==> src/hdl/lppf_pkg.sv <==
`timescale 1ns / 1ps

package lppf_pkg;

  // Store geometry and packet limits
  localparam int DEPTH      = 4096;
  localparam int MAX_PACKET = 2047;
  localparam int PTR_W      = $clog2(DEPTH);
  localparam int LEN_W      = 11;
  localparam int BYTE_W     = 8;
  localparam int OP_W       = 2;
  localparam int STAT_W     = 2;

  // Width for the fit check: free space, length + 2 and the packet limit
  localparam int MAXP_W = $clog2(MAX_PACKET + 1);
  localparam int CMP_A  = (PTR_W + 1 > LEN_W + 1) ? PTR_W + 1 : LEN_W + 1;
  localparam int CMP_W  = (CMP_A > MAXP_W + 1) ? CMP_A : MAXP_W + 1;

  // Stream word widths, padded to whole bytes
  localparam int IN_TDATA_W  = ((LEN_W + BYTE_W + 7) / 8) * 8;
  localparam int OUT_TDATA_W = ((LEN_W + BYTE_W + 7) / 8) * 8;

  typedef enum logic [OP_W-1:0] {
    OP_START = 2'd0,
    OP_WDATA = 2'd1,
    OP_RHDR  = 2'd2,
    OP_RDATA = 2'd3
  } op_t;

  typedef enum logic [STAT_W-1:0] {
    STAT_OK    = 2'd0,
    STAT_FULL  = 2'd1,
    STAT_EMPTY = 2'd2,
    STAT_ORDER = 2'd3
  } status_t;

  // Controller to datapath: one step per cycle, unless a held result stalls it
  typedef struct packed {
    logic load;          // latch the accepted word
    logic start_reject;  // start refused, drop its bytes
    logic start_hdr_hi;  // store length high byte
    logic start_hdr_lo;  // store length low byte, open packet
    logic data_store;    // store one data byte
    logic data_drop;     // drop one data byte
    logic rd_hdr_hi;     // read length high byte
    logic rd_hdr_lo;     // read length low byte, keep high byte
    logic hdr_done;      // finish header read
    logic rd_byte;       // read one data byte
    logic byte_done;     // finish data read
    logic seq_err;       // out-of-order word
    logic fifo_empty;    // nothing committed to read
  } cmd_t;

  // Datapath to controller
  typedef struct packed {
    op_t  op;
    logic wl_zero;
    logic rl_zero;
    logic wr_drop;
    logic fits;
    logic fifo_empty;
    logic out_free;
  } stat_t;

endpackage

==> src/hdl/lppf_ctrl.sv <==
`timescale 1ns / 1ps

module lppf_ctrl (
  input  logic           clk,
  input  logic           rst_n,
  input  logic           in_tvalid,
  output logic           in_tready,
  input  lppf_pkg::stat_t stat,
  output lppf_pkg::cmd_t  cmd
);

  typedef enum logic [5:0] {
    S_IDLE  = 6'b000001,
    S_EXEC  = 6'b000010,
    S_WHDR  = 6'b000100,
    S_RHDR  = 6'b001000,
    S_RLEN  = 6'b010000,
    S_RBYTE = 6'b100000
  } fsm_t;

  fsm_t state_r, state_nxt;

  assign in_tready = (state_r == S_IDLE);

  // sequencing of one word
  always_comb begin
    state_nxt = state_r;
    cmd       = '0;
    case (state_r)
      S_IDLE: begin
        if (in_tvalid) begin
          cmd.load  = 1'b1;
          state_nxt = S_EXEC;
        end
      end
      // wait here until the result register can take a word
      S_EXEC: begin
        if (stat.out_free) begin
          state_nxt = S_IDLE;
          case (stat.op)
            lppf_pkg::OP_START: begin
              if (!stat.wl_zero) begin
                cmd.seq_err = 1'b1;
              end else if (!stat.fits) begin
                cmd.start_reject = 1'b1;
              end else begin
                cmd.start_hdr_hi = 1'b1;
                state_nxt        = S_WHDR;
              end
            end
            lppf_pkg::OP_WDATA: begin
              if (stat.wl_zero) begin
                cmd.seq_err = 1'b1;
              end else if (stat.wr_drop) begin
                cmd.data_drop = 1'b1;
              end else begin
                cmd.data_store = 1'b1;
              end
            end
            lppf_pkg::OP_RHDR: begin
              if (!stat.rl_zero) begin
                cmd.seq_err = 1'b1;
              end else if (stat.fifo_empty) begin
                cmd.fifo_empty = 1'b1;
              end else begin
                cmd.rd_hdr_hi = 1'b1;
                state_nxt     = S_RHDR;
              end
            end
            lppf_pkg::OP_RDATA: begin
              if (stat.rl_zero) begin
                cmd.seq_err = 1'b1;
              end else begin
                cmd.rd_byte = 1'b1;
                state_nxt   = S_RBYTE;
              end
            end
            default: begin
              cmd.seq_err = 1'b1;
            end
          endcase
        end
      end
      S_WHDR: begin
        cmd.start_hdr_lo = 1'b1;
        state_nxt        = S_IDLE;
      end
      S_RHDR: begin
        cmd.rd_hdr_lo = 1'b1;
        state_nxt     = S_RLEN;
      end
      S_RLEN: begin
        cmd.hdr_done = 1'b1;
        state_nxt    = S_IDLE;
      end
      S_RBYTE: begin
        cmd.byte_done = 1'b1;
        state_nxt     = S_IDLE;
      end
      default: begin
        state_nxt = S_IDLE;
      end
    endcase
  end

  always_ff @(posedge clk) begin
    if (!rst_n) begin
      state_r <= S_IDLE;
    end else begin
      state_r <= state_nxt;
    end
  end

endmodule

==> config.mk <==
export PLATFORM = sky130hd
export DESIGN_NAME = lppf_ctrl
export DESIGN_NICKNAME = d
export VERILOG_FILES = /design/src/hdl/lppf_pkg.sv /design/src/hdl/lppf_ctrl.sv
export SDC_FILE = /design/constraint.sdc
export NUM_CORES = 1
export LEC_CHECK = 0
export ABC_AREA = 1
export BUFFER_PORTS_ARGS = -buffer_cell sky130_fd_sc_hd__buf_2
export CAP_MARGIN = 20
export CORE_ASPECT_RATIO = 0.8
export CORE_MARGIN = 4
export CORE_UTILIZATION = 30
export DETAILED_ROUTE_END_ITERATION = 10
export GPL_TIMING_DRIVEN = 0
export REMOVE_ABC_BUFFERS = 1
export SLEW_MARGIN = 20
export SYNTH_ARGS = -nofsm -noshare
export SYNTH_HDL_FRONTEND = slang
export SYNTH_SLANG_ARGS = --single-unit
==> constraint.sdc <==
create_clock -name clk -period 1 [get_ports clk]
set_input_delay 0.1 -clock clk [delete_from_list [all_inputs] [get_ports clk]]
set_output_delay 0.1 -clock clk [all_outputs]
set_load 0.005 [all_outputs]
# Word-level counts from Yosys, hierarchy flattened
# Index checks and enable logic that the tools add are counted.
# W data, S select, Z words.
[classes]
n_reduce_logical = 2
n_eq_ne = 11
muxes = 43
[op_table]
columns = ["operator", "count"]
rows = [
  ["$pmux W6 S3", 2],
  ["$mux W6", 4],
  ["$mux W1", 23],
  ["$mux W2", 8],
  ["$mux W3", 4],
  ["$eq A6 B1 Y1 const B", 1],
  ["$eq A6 B2 Y1 const B", 1],
  ["$eq A6 B3 Y1 const B", 1],
  ["$eq A6 B4 Y1 const B", 1],
  ["$eq A6 B5 Y1 const B", 1],
  ["$eq A6 B6 Y1 const B", 1],
  ["$eq A2 B2 Y1 const B", 2],
  ["$mux W4", 1],
  ["$ne A2 B2 Y1 const B", 2],
  ["$pmux W1 S4", 1],
  ["$eq A2 B1 Y1 const B", 1],
  ["$logic_not A2 Y1", 1],
  ["$reduce_and A2 Y1", 1],
]
[word_totals]
word_cells = 57
ff_bits = 6
out_inout_bits = 14
input_bits = 11

# Longest topological paths before layout
# Gate-level depths: netlist of run 1.
[depth]
depth_word = 5
mapped_depth = 8
mapped_depth_nobuf = 8

# Worst setup path before layout of run 1
# OpenSTA, ideal clock, no wires.
[synth_timing]
path_type = "register -> output"
start = "register state_r[2]"
end = "output port cmd[7] in the netlist's numbering"
t_required_ps = 900
path_buffers = 0
path_stages_with_launch = 6
t_arrival_ps = 946
slack_ps = -46
cell_sequence = "dfxtp_1 -> nor2_4 -> nand2_2 -> nor2_8 -> nand2_2 -> nor3b_2"
[synth_rtl]
columns = ["item", "line_no", "source"]
rows = [
  ["start: declaration", "lppf_ctrl.sv:21", "fsm_t state_r, state_nxt;"],
  ["start signal: assignment", "lppf_ctrl.sv:110", "state_r <= state_nxt;"],
  ["end: declaration", "lppf_ctrl.sv:9", "output lppf_pkg::cmd_t cmd"],
]

==> summary.md, run 1 <==
| Metric | Value |
|---|---|
| DRT antenna net count | `0` |
| Synthesis-to-layout area growth | `50.0%` |
| Seq. cell area | `129 µm²` |
| Lkg Pwr | `0.400 nW` |
| Violated checks | `negative setup slack` |
| Simple-Gate Fraction of Synth Area | `0.608` |
| Crit-path cells | `nor2_4, nand2_4, nor2_8, nand2_4, nor3b_2, buf_2` |
| Arrival time of the worst setup path | `1.28 ns` |
| Gr usage total | `0.136` |
| Clock transition at path regs | `0.05 ns` |
| Max Freq | `0.722 GHz` |
| Drt total wl | `1.36 mm` |
| Routed vias | `607` |
| Footprint of the multi-input gates | `365 µm²` |
| Pre-antenna DRT Iters | `4` |
| CP most frequent cell | `nand2_4` |
| R2R Path End | `state_r[1]` |
| # nets final | `125` |
| First-pass GRT wire length | `2.37 mm` |
| Setup violators final | `18` |
| End-of-flow core utilization | `0.476` |
| GRT Residual Overflow | `0` |
| # Max-Cap Violations | `0` |
| R2R Setup Slk | `-0.23 ns` |
| # fillers | `183` |
| Fin crit share | `1.38` |
| Synth cell types | `17` |
| CP required | `0.90 ns` |
| Slew margin rel. | `0.824` |
| Post-DP HPWL | `1.05 mm` |
| Slowest CP cell | `dfxtp_2` |
| Max clock buf depth | `2` |
| Worst-Margin Slew | `0.263 ns` |
| RSZ-0062 raised after global routing | `true` |
| CTS tree | `built` |
| DR vias/cell | `4.53` |
| H-tree depth | `1` |
| Post-synthesis sequential area ratio | `0.235` |
| Worst R2R Path Depth | `8` |
| XOR/XNOR Fraction of Synth Area | `0` |
| Post-Synthesis Cells | `80` |
| Wirelength per Cell | `10.1 µm` |
| Reg2reg start | `state_r[4]` |
| Count of input and output buffers | `24` |
| Largest family of logic cells by synthesized area | `simple AND/OR/NAND/NOR gates` |
| Pwr Density | `903 mW/mm²` |
| Worst Skew | `0.00602 ns` |
| Commonest non-fill, non-tap cell in the layout | `buf_2` |
| Max FFs per register | `6` |
| Final hold violation count | `0` |
| Pre-CTS WS | `-0.228 ns` |
| Crit path max fanout | `5` |
| Largest net degree at the start of global routing | `7` |
| Dpl cells | `126` |
| Setup ws final | `-0.385 ns` |
| Full die area | `0.00243 mm²` |
| Io pins | `25` |
| Yosys warning count | `0` |
| Clock Sinks | `6` |
| Core area | `0.00161 mm²` |
| Met3 Usage GRT | `0.0627` |
| Initial Utilization | `0.317` |
| WS Path Type | `flip-flop to primary output` |
| Slowest Stage Delay on Critical Path | `0.33 ns` |
| Clk_lat worst skew | `0.25 ns` |
| CP Capture Type | `primary output` |
| Complex-gate fraction of the synthesized area | `0.0392` |
| Grt met2 use | `0.220` |
| Final max-slew violation count | `0` |
| CP startpoint | `state_r[3]` |
| Non-Filler Instances | `134` |
| Post-synthesis mux area share | `0` |
| CTS root buffer | `clkbuf_4` |
| Biggest regs | `state_r (6)` |
| Number of global-route vias before repair | `580` |
| Crit path time final | `1.38 ns` |
| Yosys reg bits | `6` |
| Commonest cells after routing, fill and taps aside | `24 x buf_2, 15 x nand2_1, 13 x inv_1, 9 x nor2_1` |
| PnR Total Power | `0.691 mW` |
| TritonCTS Buffers | `3` |
| Chip height | `44.9 µm` |
| Largest reg by FF count | `state_r` |
| Most Used Layer, Global Route | `met2` |
| Hold Crit Class | `primary input to flip-flop` |
| Residual DRC count | `0` |
| Status | `finished with violations` |
| Crit path to | `cmd[7]` |
| Syn_area_per_cell | `6.38 µm²` |
| Share of synthesized cell area in full adder, half adder and majority cells | `0` |
| Hold Buf Count CTS | `0` |
| Met1 usage | `0.163` |
| Peak supply drop | `0.612 mV` |
| RePlAce Congestion | `0.720` |
| Startpoint Class | `flip-flop` |
| Horiz. Die Dim | `54.1 µm` |
| # rows | `13` |
| DRT iter0 DRCs | `9` |
| Post-Synthesis Cell Area | `510 µm²` |
| Layout cells sized above 1 | `0.527` |
| Initial antenna violation count | `0` |
| # diodes | `0` |
-- synth_stat cells --
cell type / n / area share
o21ai_0: 1 / 0.0098
or2_1: 1 / 0.012
nor3_1: 3 / 0.029
inv_2: 3 / 0.022
nand3_1: 8 / 0.078
nor2_1: 11 / 0.081
inv_1: 13 / 0.096
nand4_1: 1 / 0.012
nand2_1: 17 / 0.12
nand2_2: 2 / 0.025
nand3_2: 1 / 0.020
nor2_4: 2 / 0.044
nor2_8: 1 / 0.039
a21oi_1: 3 / 0.029
dfxtp_1: 6 / 0.24
nor3_2: 6 / 0.12
nor3b_2: 1 / 0.025
-- worst max-delay path: cells and delay by family, from the launching register on --
kind / cells / cell delay (ns)
AND/OR/NAND/NOR: 5 / 0.58
flip-flops: 1 / 0.33
buffers and inverters: 1 / 0.13
-- power breakdown --
group / total, mW / internal, mW / switching [mW] / leakage [nW]
clock: 0.236 / 0.137 / 0.0991 / 0.0138
combinational: 0.192 / 0.0808 / 0.112 / 0.335
sequential: 0.264 / 0.250 / 0.0131 / 0.0508
-- per-layer routing --
| layer | vias to the layer above | part of all wire |
|---|---|---|
| met5 | - | 0 |
| met4 | 0 | 0 |
| met3 | 0 | 0.074 |
| met2 | 17 | 0.47 |
| met1 | 272 | 0.46 |
| li1 | 318 | - |
-- repair_timing --
item,CTS,global route
endpoints found under the setup margin,19,19
buffers inserted,5,0
pin swaps,5,1
gates resized for setup,13,3
-- area by class of cell --
class                           count  area share
Tap cell                           22      0.0359
Timing Repair Buffer               29       0.211
Inverter                           16      0.0784
Sequential cell                     6       0.168
Clock buffer                        3      0.0294
Multi-Input combinational cell     58       0.477
-- worst min path at each step --
stage	endpoint	slack, ns	start	depth (start not counted)
floorplan	cmd[8]	0.22	stat[3]	1
global placement	state_r[0]	0.41	in_tvalid	4
detailed placement	state_r[0]	0.41	in_tvalid	4
CTS	state_r[0]	0.15	in_tvalid	4
global route	state_r[3]	0.16	stat[0]	3
finish	state_r[0]	0.15	in_tvalid	4
-- through the flow --
stage | hold slack [ns] | TNS, ns | cell area [µm²]
after detailed placement | 0.405 | -1.69 | 658
after CTS | 0.154 | -4.92 | 758
final | 0.153 | -4.73 | 766
after global routing | 0.164 | -6.69 | 766
after floorplan | 0.224 | -0.0978 | 510
after global placement | 0.405 | -1.52 | 658
-- cell families (layout without fill, tap and decap cells) --
family | after synthesis | in the layout
AOI/OAI and AO/OA | 4 | 4
DFF | 6 | 6
and+or+nand+nor | 54 | 54
buffers and inverters | 16 | 48
No activity file was read; power rests on OpenSTA's default activity.
==> run 2, diff against run 1 <==
- CTS_CLUSTER_SIZE: not set -> 12
- clock period: 1 -> 1.57 ns (I/O delays scaled with it)
==> run 2 against run 1 <==
The run now ends clean. Via count is 3.0% lower. Clock power decreased by 37%. Setup slack improved by 0.43 ns. Non-clock buffer count is 2 lower. Count of clock-buffer cells in the layout is the same. Worst hold slack gained 0.061 ns. Critical endpoint unchanged. Largest cell class unchanged. Largest power group unchanged.
==> summary.md, run 2 (same netlist as run 1, synthesis figures left out) <==
| Metric | Value |
|---|---|
| Routed vias | `589 (-3.0%)` |
| Setup ws final | `0.0472 ns (+0.432 ns)` |
| Biggest regs | `state_r (6)` |
| Synthesis-to-layout area growth | `41.7%` |
| Clock share of power | `0.354 (+0.013)` |
| Drt total wl | `1.34 mm (-1.8%)` |
| PnR Total Power | `0.419 mW (-39%)` |
| Comb power frac | `0.256 (-0.022)` |
| Peak supply drop | `0.368 mV (-40%)` |
| Hold Path Sink | `state_r[0]` |
| Clock transition at path regs | `0.05 ns (about the same)` |
| Lkg Pwr | `0.384 nW (-4.0%)` |
| WS Path Type | `flip-flop to primary output` |
| # Max-Cap Violations | `0 (unchanged)` |
| Crit path time final | `1.52 ns` |
| Hold path start | `in_tvalid` |
| Initial Utilization | `0.317 (unchanged)` |
| # rows | `13 (unchanged)` |
| CTS tree | `built` |
| # fillers | `187 (+2.2%)` |
| Setup violators final | `0 (-18)` |
| CTS root buffer | `clkbuf_4` |
| Hold depth | `4 (unchanged)` |
| Final hold violation count | `0 (unchanged)` |
| Worst R2R Path Depth | `7 (-1)` |
| Initial antenna violation count | `0 (unchanged)` |
| Met1 usage | `0.163 (unchanged)` |
| Clk_lat worst skew | `0.25 ns (about the same)` |
| Core area | `0.00161 mm² (unchanged)` |
| Chip height | `44.9 µm (unchanged)` |
| Pre-antenna DRT Iters | `2 (-2)` |
| Arrival time of the worst setup path | `1.37 ns (+0.09 ns)` |
| # diodes | `0 (unchanged)` |
| Pre-CTS WS | `0.285 ns (+0.513 ns)` |
| H-tree depth | `1 (unchanged)` |
| TritonCTS Buffers | `3 (unchanged)` |
| Residual DRC count | `0 (unchanged)` |
| Net Sw Power | `0.133 mW (-40%)` |
| RePlAce Congestion | `0.720 (unchanged)` |
| DR vias/cell | `4.46 (-1.5%)` |
| R2R Path End | `state_r[0]` |
| Io pins | `25 (unchanged)` |
| Slew margin rel. | `0.826 (+0.00225)` |
| Max clock buf depth | `2 (unchanged)` |
| CP required | `1.41 ns (+0.51 ns)` |
| DRT iter0 DRCs | `13 (+4)` |
| Full die area | `0.00243 mm² (unchanged)` |
| Crit path max fanout | `5 (unchanged)` |
| Status | `finished clean` |
| Seq. cell area | `124 µm² (-3.9%)` |
| GRT Residual Overflow | `0 (unchanged)` |
| Commonest cells after routing, fill and taps aside | `24 x buf_2, 17 x nand2_1, 13 x inv_1, 10 x nor2_1, 8 x nand3_1` |
| Reg2reg start | `state_r[4]` |
| Wirelength per Cell | `10.1 µm (-0.35%)` |
| Startpoint Class | `flip-flop` |
| Layout cells sized above 1 | `0.464 (-0.0631)` |
| Fin crit share | `0.970` |
| Met3 Usage GRT | `0.0627 (unchanged)` |
| # nets final | `123 (-1.6%)` |
| Pwr Density | `580 mW/mm² (-36%)` |
| Number of global-route vias before repair | `518 (-11%)` |
| Gr usage total | `0.122 (-0.0137)` |
| Sw Share | `0.318 (-0.00604)` |
| Horiz. Die Dim | `54.1 µm (unchanged)` |
| Max Freq | `0.657 GHz` |
| Non-Filler Instances | `132 (-1.5%)` |
| CP Capture Type | `primary output` |
| Footprint of the multi-input gates | `347 µm² (-5.1%)` |
| Largest net degree at the start of global routing | `7 (unchanged)` |
| Sequential power share | `0.390 (+0.009)` |
| Commonest non-fill, non-tap cell in the layout | `buf_2` |
| RSZ-0062 raised after global routing | `true` |
| Largest reg by FF count | `state_r` |
| First-pass GRT wire length | `2.10 mm (-11%)` |
| Cell Int Power | `0.286 mW (-39%)` |
| Count of input and output buffers | `24 (unchanged)` |
| Dpl cells | `126 (unchanged)` |
| Worst Skew | `0.00191 ns (-0.00411 ns)` |
| DRT antenna net count | `0 (unchanged)` |
| Clock Sinks | `6 (unchanged)` |
| R2R Setup Slk | `0.43 ns (+0.66 ns)` |
| Post-DP HPWL | `1.05 mm (unchanged)` |
| Worst-Margin Slew | `0.260 ns (-0.00337 ns)` |
| Most Used Layer, Global Route | `met2` |
| Hold Crit Class | `primary input to flip-flop` |
| Final max-slew violation count | `0 (unchanged)` |
| Grt met2 use | `0.172 (-0.0477)` |
| Max FFs per register | `6 (unchanged)` |
| Hold Buf Count CTS | `0 (unchanged)` |
## run 2: cell count changes in the layout (fill, tap and decap cells not counted), sizes merged
cell	before	now
buf	29	27
## run 2: metal layers
layer	vias to the layer above	share of wire
li1	313	-
met1	259	0.47
met2	17	0.46
met3	0	0.073
met4	0	0
met5	-	0
## run 2: worst max-delay path by stage
stage                     endpoint        from  slack [ns]  cells after the start
after detailed placement    cmd[7]  state_r[2]        0.29                      6
after global placement      cmd[7]  state_r[5]        0.30                      6
final                       cmd[7]  state_r[4]        0.05                      6
after global routing        cmd[7]  state_r[4]       -0.06                      6
after CTS                   cmd[7]  state_r[2]        0.01                      6
after floorplan             cmd[7]  state_r[2]        0.47                      5
## run 2: final cells by class
| type | instances | area share |
|---|---|---|
| multi-input cells | 58 | 0.479 |
| clock buffers | 3 | 0.0311 |
| flip-flops and latches | 6 | 0.171 |
| well taps | 22 | 0.0381 |
| repair buffers | 27 | 0.197 |
| inverters | 16 | 0.0830 |
## run 2: repair_timing
| item | in CTS | in global routing |
|---|---|---|
| setup endpoints to repair | 0 | 8 |
| resized for setup | 0 | 7 |
| setup buffers | 0 | 3 |
## run 2: worst max-delay path, cell delays in order, from the launching register on
cell and delay (ns):
dfxtp_2 0.34, nor2_4 0.17, nand2_4 0.08, nor2_8 0.15
nand2_4 0.09, nor3b_2 0.15, buf_2 0.13
## run 2: through the flow
step	utilization	hold slack, ns	area [µm²]	setup TNS, ns
2_1_floorplan	-	0.322	510	0
3_3_place_gp	0.409	0.462	658	0
3_5_place_dp	0.409	0.462	658	0
4_1_cts	0.423	0.201	681	0
5_1_grt	0.449	0.224	723	-0.183
6_report	0.449	0.213	723	0
## run 2: power by group through the flow
| stage | combinational, mW | clock (mW) | sequential (mW) |
|---|---|---|---|
| global route | 0.124 | 0.167 | 0.164 |
| global placement | 0.101 | 0 | 0.166 |
| floorplan | 0.0657 | 0 | 0.165 |
| finish | 0.108 | 0.148 | 0.164 |
| detailed placement | 0.103 | 0 | 0.166 |
| CTS | 0.104 | 0.153 | 0.163 |
==> run 3, diff against run 2 <==
--- a/config.mk
+++ b/config.mk
@@ -12,4 +12,5 @@
 export CORE_MARGIN = 4
 export CORE_UTILIZATION = 30
+export CTS_BUF_LIST = sky130_fd_sc_hd__clkbuf_8
 export CTS_CLUSTER_SIZE = 12
 export DETAILED_ROUTE_END_ITERATION = 10
==> constraint.sdc (replaced) <==
create_clock -name clk -period 1.57 [get_ports clk]
set_input_delay 0.0785 -clock clk [delete_from_list [all_inputs] [get_ports clk]]
set_output_delay 0.0785 -clock clk [all_outputs]
set_load 0.005 [all_outputs]
==> run 3 against run 2 <==
Global-route usage unchanged. Count of clock-buffer cells in the layout did not move. Final area down 1.2%. Largest cell class unchanged. Critical endpoint unchanged. Maximum frequency grew 5.8%. Core utilization shrank 0.54 points. Wire length fell by 4.4%. Flip-flop and latch count unchanged. Worst hold slack got worse by 0.057 ns. Cell count decreased by 0.76%. Power rose by 19%. Setup slack gained 0.083 ns.
==> summary.md, run 3 (same netlist as run 1, synthesis figures left out) <==
| Metric | Value |
|---|---|
| Wirelength per Cell | `9.74 µm (-3.7%)` |
| CTS root buffer | `clkbuf_8` |
| Crit-path cells | `nor2_4, nand2_2, nor2_8, nand2_2, nor3b_2, buf_2` |
| TritonCTS Buffers | `3 (unchanged)` |
| WS Path Type | `flip-flop to primary output` |
| Largest net degree at the start of global routing | `7 (unchanged)` |
| Hold depth | `4 (unchanged)` |
| CTS tree | `built` |
| Hold Buf Count CTS | `0 (unchanged)` |
| RePlAce Congestion | `0.720 (unchanged)` |
| # diodes | `0 (unchanged)` |
| Post-DP HPWL | `1.05 mm (unchanged)` |
| Clock Sinks | `6 (unchanged)` |
| Reg2reg start | `state_r[4]` |
| Peak supply drop | `0.447 mV (+21%)` |
| Final max-slew violation count | `0 (unchanged)` |
| Pre-antenna DRT Iters | `4 (+2)` |
| Max FFs per register | `6 (unchanged)` |
| Post-CTS resize count | `0 (unchanged)` |
| Chip height | `44.9 µm (unchanged)` |
| Clk_lat worst skew | `0.22 ns (-0.03 ns)` |
| CP Buf/Inv Count | `1 (unchanged)` |
| CP most frequent cell | `nand2_2` |
| Fin crit share | `0.917 (-0.0528)` |
| DR vias/cell | `4.44 (-0.61%)` |
| # fillers | `185 (-1.1%)` |
| Synthesis-to-layout area growth | `40.0%` |
| R2R Setup Slk | `0.44 ns (about the same)` |
| Biggest regs | `state_r (6)` |
| Worst Skew | `0.000787 ns (-0.00112 ns)` |
| Slew margin rel. | `0.820 (-0.00622)` |
| DRT iter0 DRCs | `11 (-2)` |
| Arrival time of the worst setup path | `1.36 ns (about the same)` |
| Status | `finished clean` |
| Initial Utilization | `0.317 (unchanged)` |
| Setup violators final | `0 (unchanged)` |
| DRT antenna net count | `0 (unchanged)` |
| H-tree depth | `1 (unchanged)` |
| RSZ-0062 raised after global routing | `false` |
| # rows | `13 (unchanged)` |
| Commonest cells after routing, fill and taps aside | `24 x buf_2, 17 x nand2_1, 13 x inv_1, 11 x nor2_1, 8 x nand3_1` |
| R2R Path End | `state_r[1]` |
| Initial antenna violation count | `0 (unchanged)` |
| Horiz. Die Dim | `54.1 µm (unchanged)` |
| Io pins | `25 (unchanged)` |
| Largest reg by FF count | `state_r` |
| Residual DRC count | `0 (unchanged)` |
| Startpoint Class | `flip-flop` |
| Pwr Density | `702 mW/mm² (+21%)` |
| Count of input and output buffers | `24 (unchanged)` |
| Max Freq | `0.695 GHz (+5.8%)` |
| Lkg Pwr | `0.375 nW (-2.2%)` |
| Crit path max fanout | `5 (unchanged)` |
| Routed vias | `581 (-1.4%)` |
| Setup bufs post-CTS | `0 (unchanged)` |
| Final hold violation count | `0 (unchanged)` |
| Worst R2R Path Depth | `6 (-1)` |
| Commonest non-fill, non-tap cell in the layout | `buf_2` |
| Number of global-route vias before repair | `518 (unchanged)` |
| Slowest Stage Delay on Critical Path | `0.34 ns (about the same)` |
| CP required | `1.49 ns (+0.08 ns)` |
| Layout cells sized above 1 | `0.413 (-0.0508)` |
| Drt total wl | `1.28 mm (-4.4%)` |
| Core area | `0.00161 mm² (unchanged)` |
| Hold path start | `in_tvalid` |
| GRT Residual Overflow | `0 (unchanged)` |
| Crit path time final | `1.44 ns (-0.0829 ns)` |
| # nets final | `122 (-0.81%)` |
| Slowest CP cell | `dfxtp_1` |
| Hold Path Sink | `state_r[0]` |
| # Max-Cap Violations | `0 (unchanged)` |
| Max clock buf depth | `2 (unchanged)` |
| Setup TNS | `0 ns (unchanged)` |
| Gr usage total | `0.122 (unchanged)` |
| Full die area | `0.00243 mm² (unchanged)` |
| Clock transition at path regs | `0.04 ns (about the same)` |
| CP Capture Type | `primary output` |
| CP top delay family | `simple AND/OR/NAND/NOR gates` |
| Hold Crit Class | `primary input to flip-flop` |
| First-pass GRT wire length | `2.11 mm (+0.33%)` |
| Hold WS | `0.156 ns (-0.0571 ns)` |
| Worst-Margin Slew | `0.269 ns (+0.00932 ns)` |
run 3: changes by cell type in the layout (fill, tap and decap cells not counted), sizes merged:
cell	change
buf	-1
run 3: how the worst max path moves through the flow:
| stage | start | end | slack, ns | cells after the start |
|---|---|---|---|---|
| 2_1_floorplan | state_r[2] | state_r[0] | 0.54 | 8 |
| 3_3_place_gp | state_r[5] | cmd[7] | 0.38 | 6 |
| 3_5_place_dp | state_r[2] | cmd[7] | 0.36 | 6 |
| 4_1_cts | state_r[2] | cmd[7] | 0.12 | 6 |
| 5_1_grt | state_r[4] | cmd[7] | 0.01 | 6 |
| 6_report | state_r[4] | cmd[7] | 0.13 | 6 |
run 3: final cells by class:
class	instances	area (µm²)	share of cell area
sequential	6	120	0.168
tap	22	27.5	0.0385
inverter	16	60.1	0.0841
multi-input combinational	58	330	0.462
clock buffer	3	41.3	0.0578
timing repair buffer	26	135	0.189
run 3: report_power, final:
group          internal [mW]  switching [mW]
registers              0.159         0.00458
logic                 0.0397          0.0640
clock network          0.165          0.0686
run 3: per-stage QoR:
| stage | util | setup slack, ns | cells | cell area [µm²] | total power, mW |
|---|---|---|---|---|---|
| after global routing | 0.444 | 0.0120 | 131 | 714 | 0.537 |
| after global placement | 0.409 | 0.381 | 126 | 658 | 0.267 |
| after CTS | 0.434 | 0.123 | 129 | 699 | 0.507 |
| after detailed placement | 0.409 | 0.364 | 126 | 658 | 0.269 |
| after floorplan | - | 0.545 | 80 | 510 | 0.231 |
| final | 0.444 | 0.130 | 131 | 714 | 0.501 |
run 3: metal layers:
layer / global-route usage / share of wire
met5: 0 / 0
met4: 0.0299 / 0
met3: 0.0627 / 0.082
met2: 0.172 / 0.44
met1: 0.163 / 0.48
run 3: worst reg2reg max path, stage by stage, from the launching register on:
cell	delay (ns)
dfxtp_1	0.34
nor2_4	0.16
buf_4	0.13
nand3_1	0.11
nor2_1	0.15
inv_1	0.06
a21oi_1	0.11
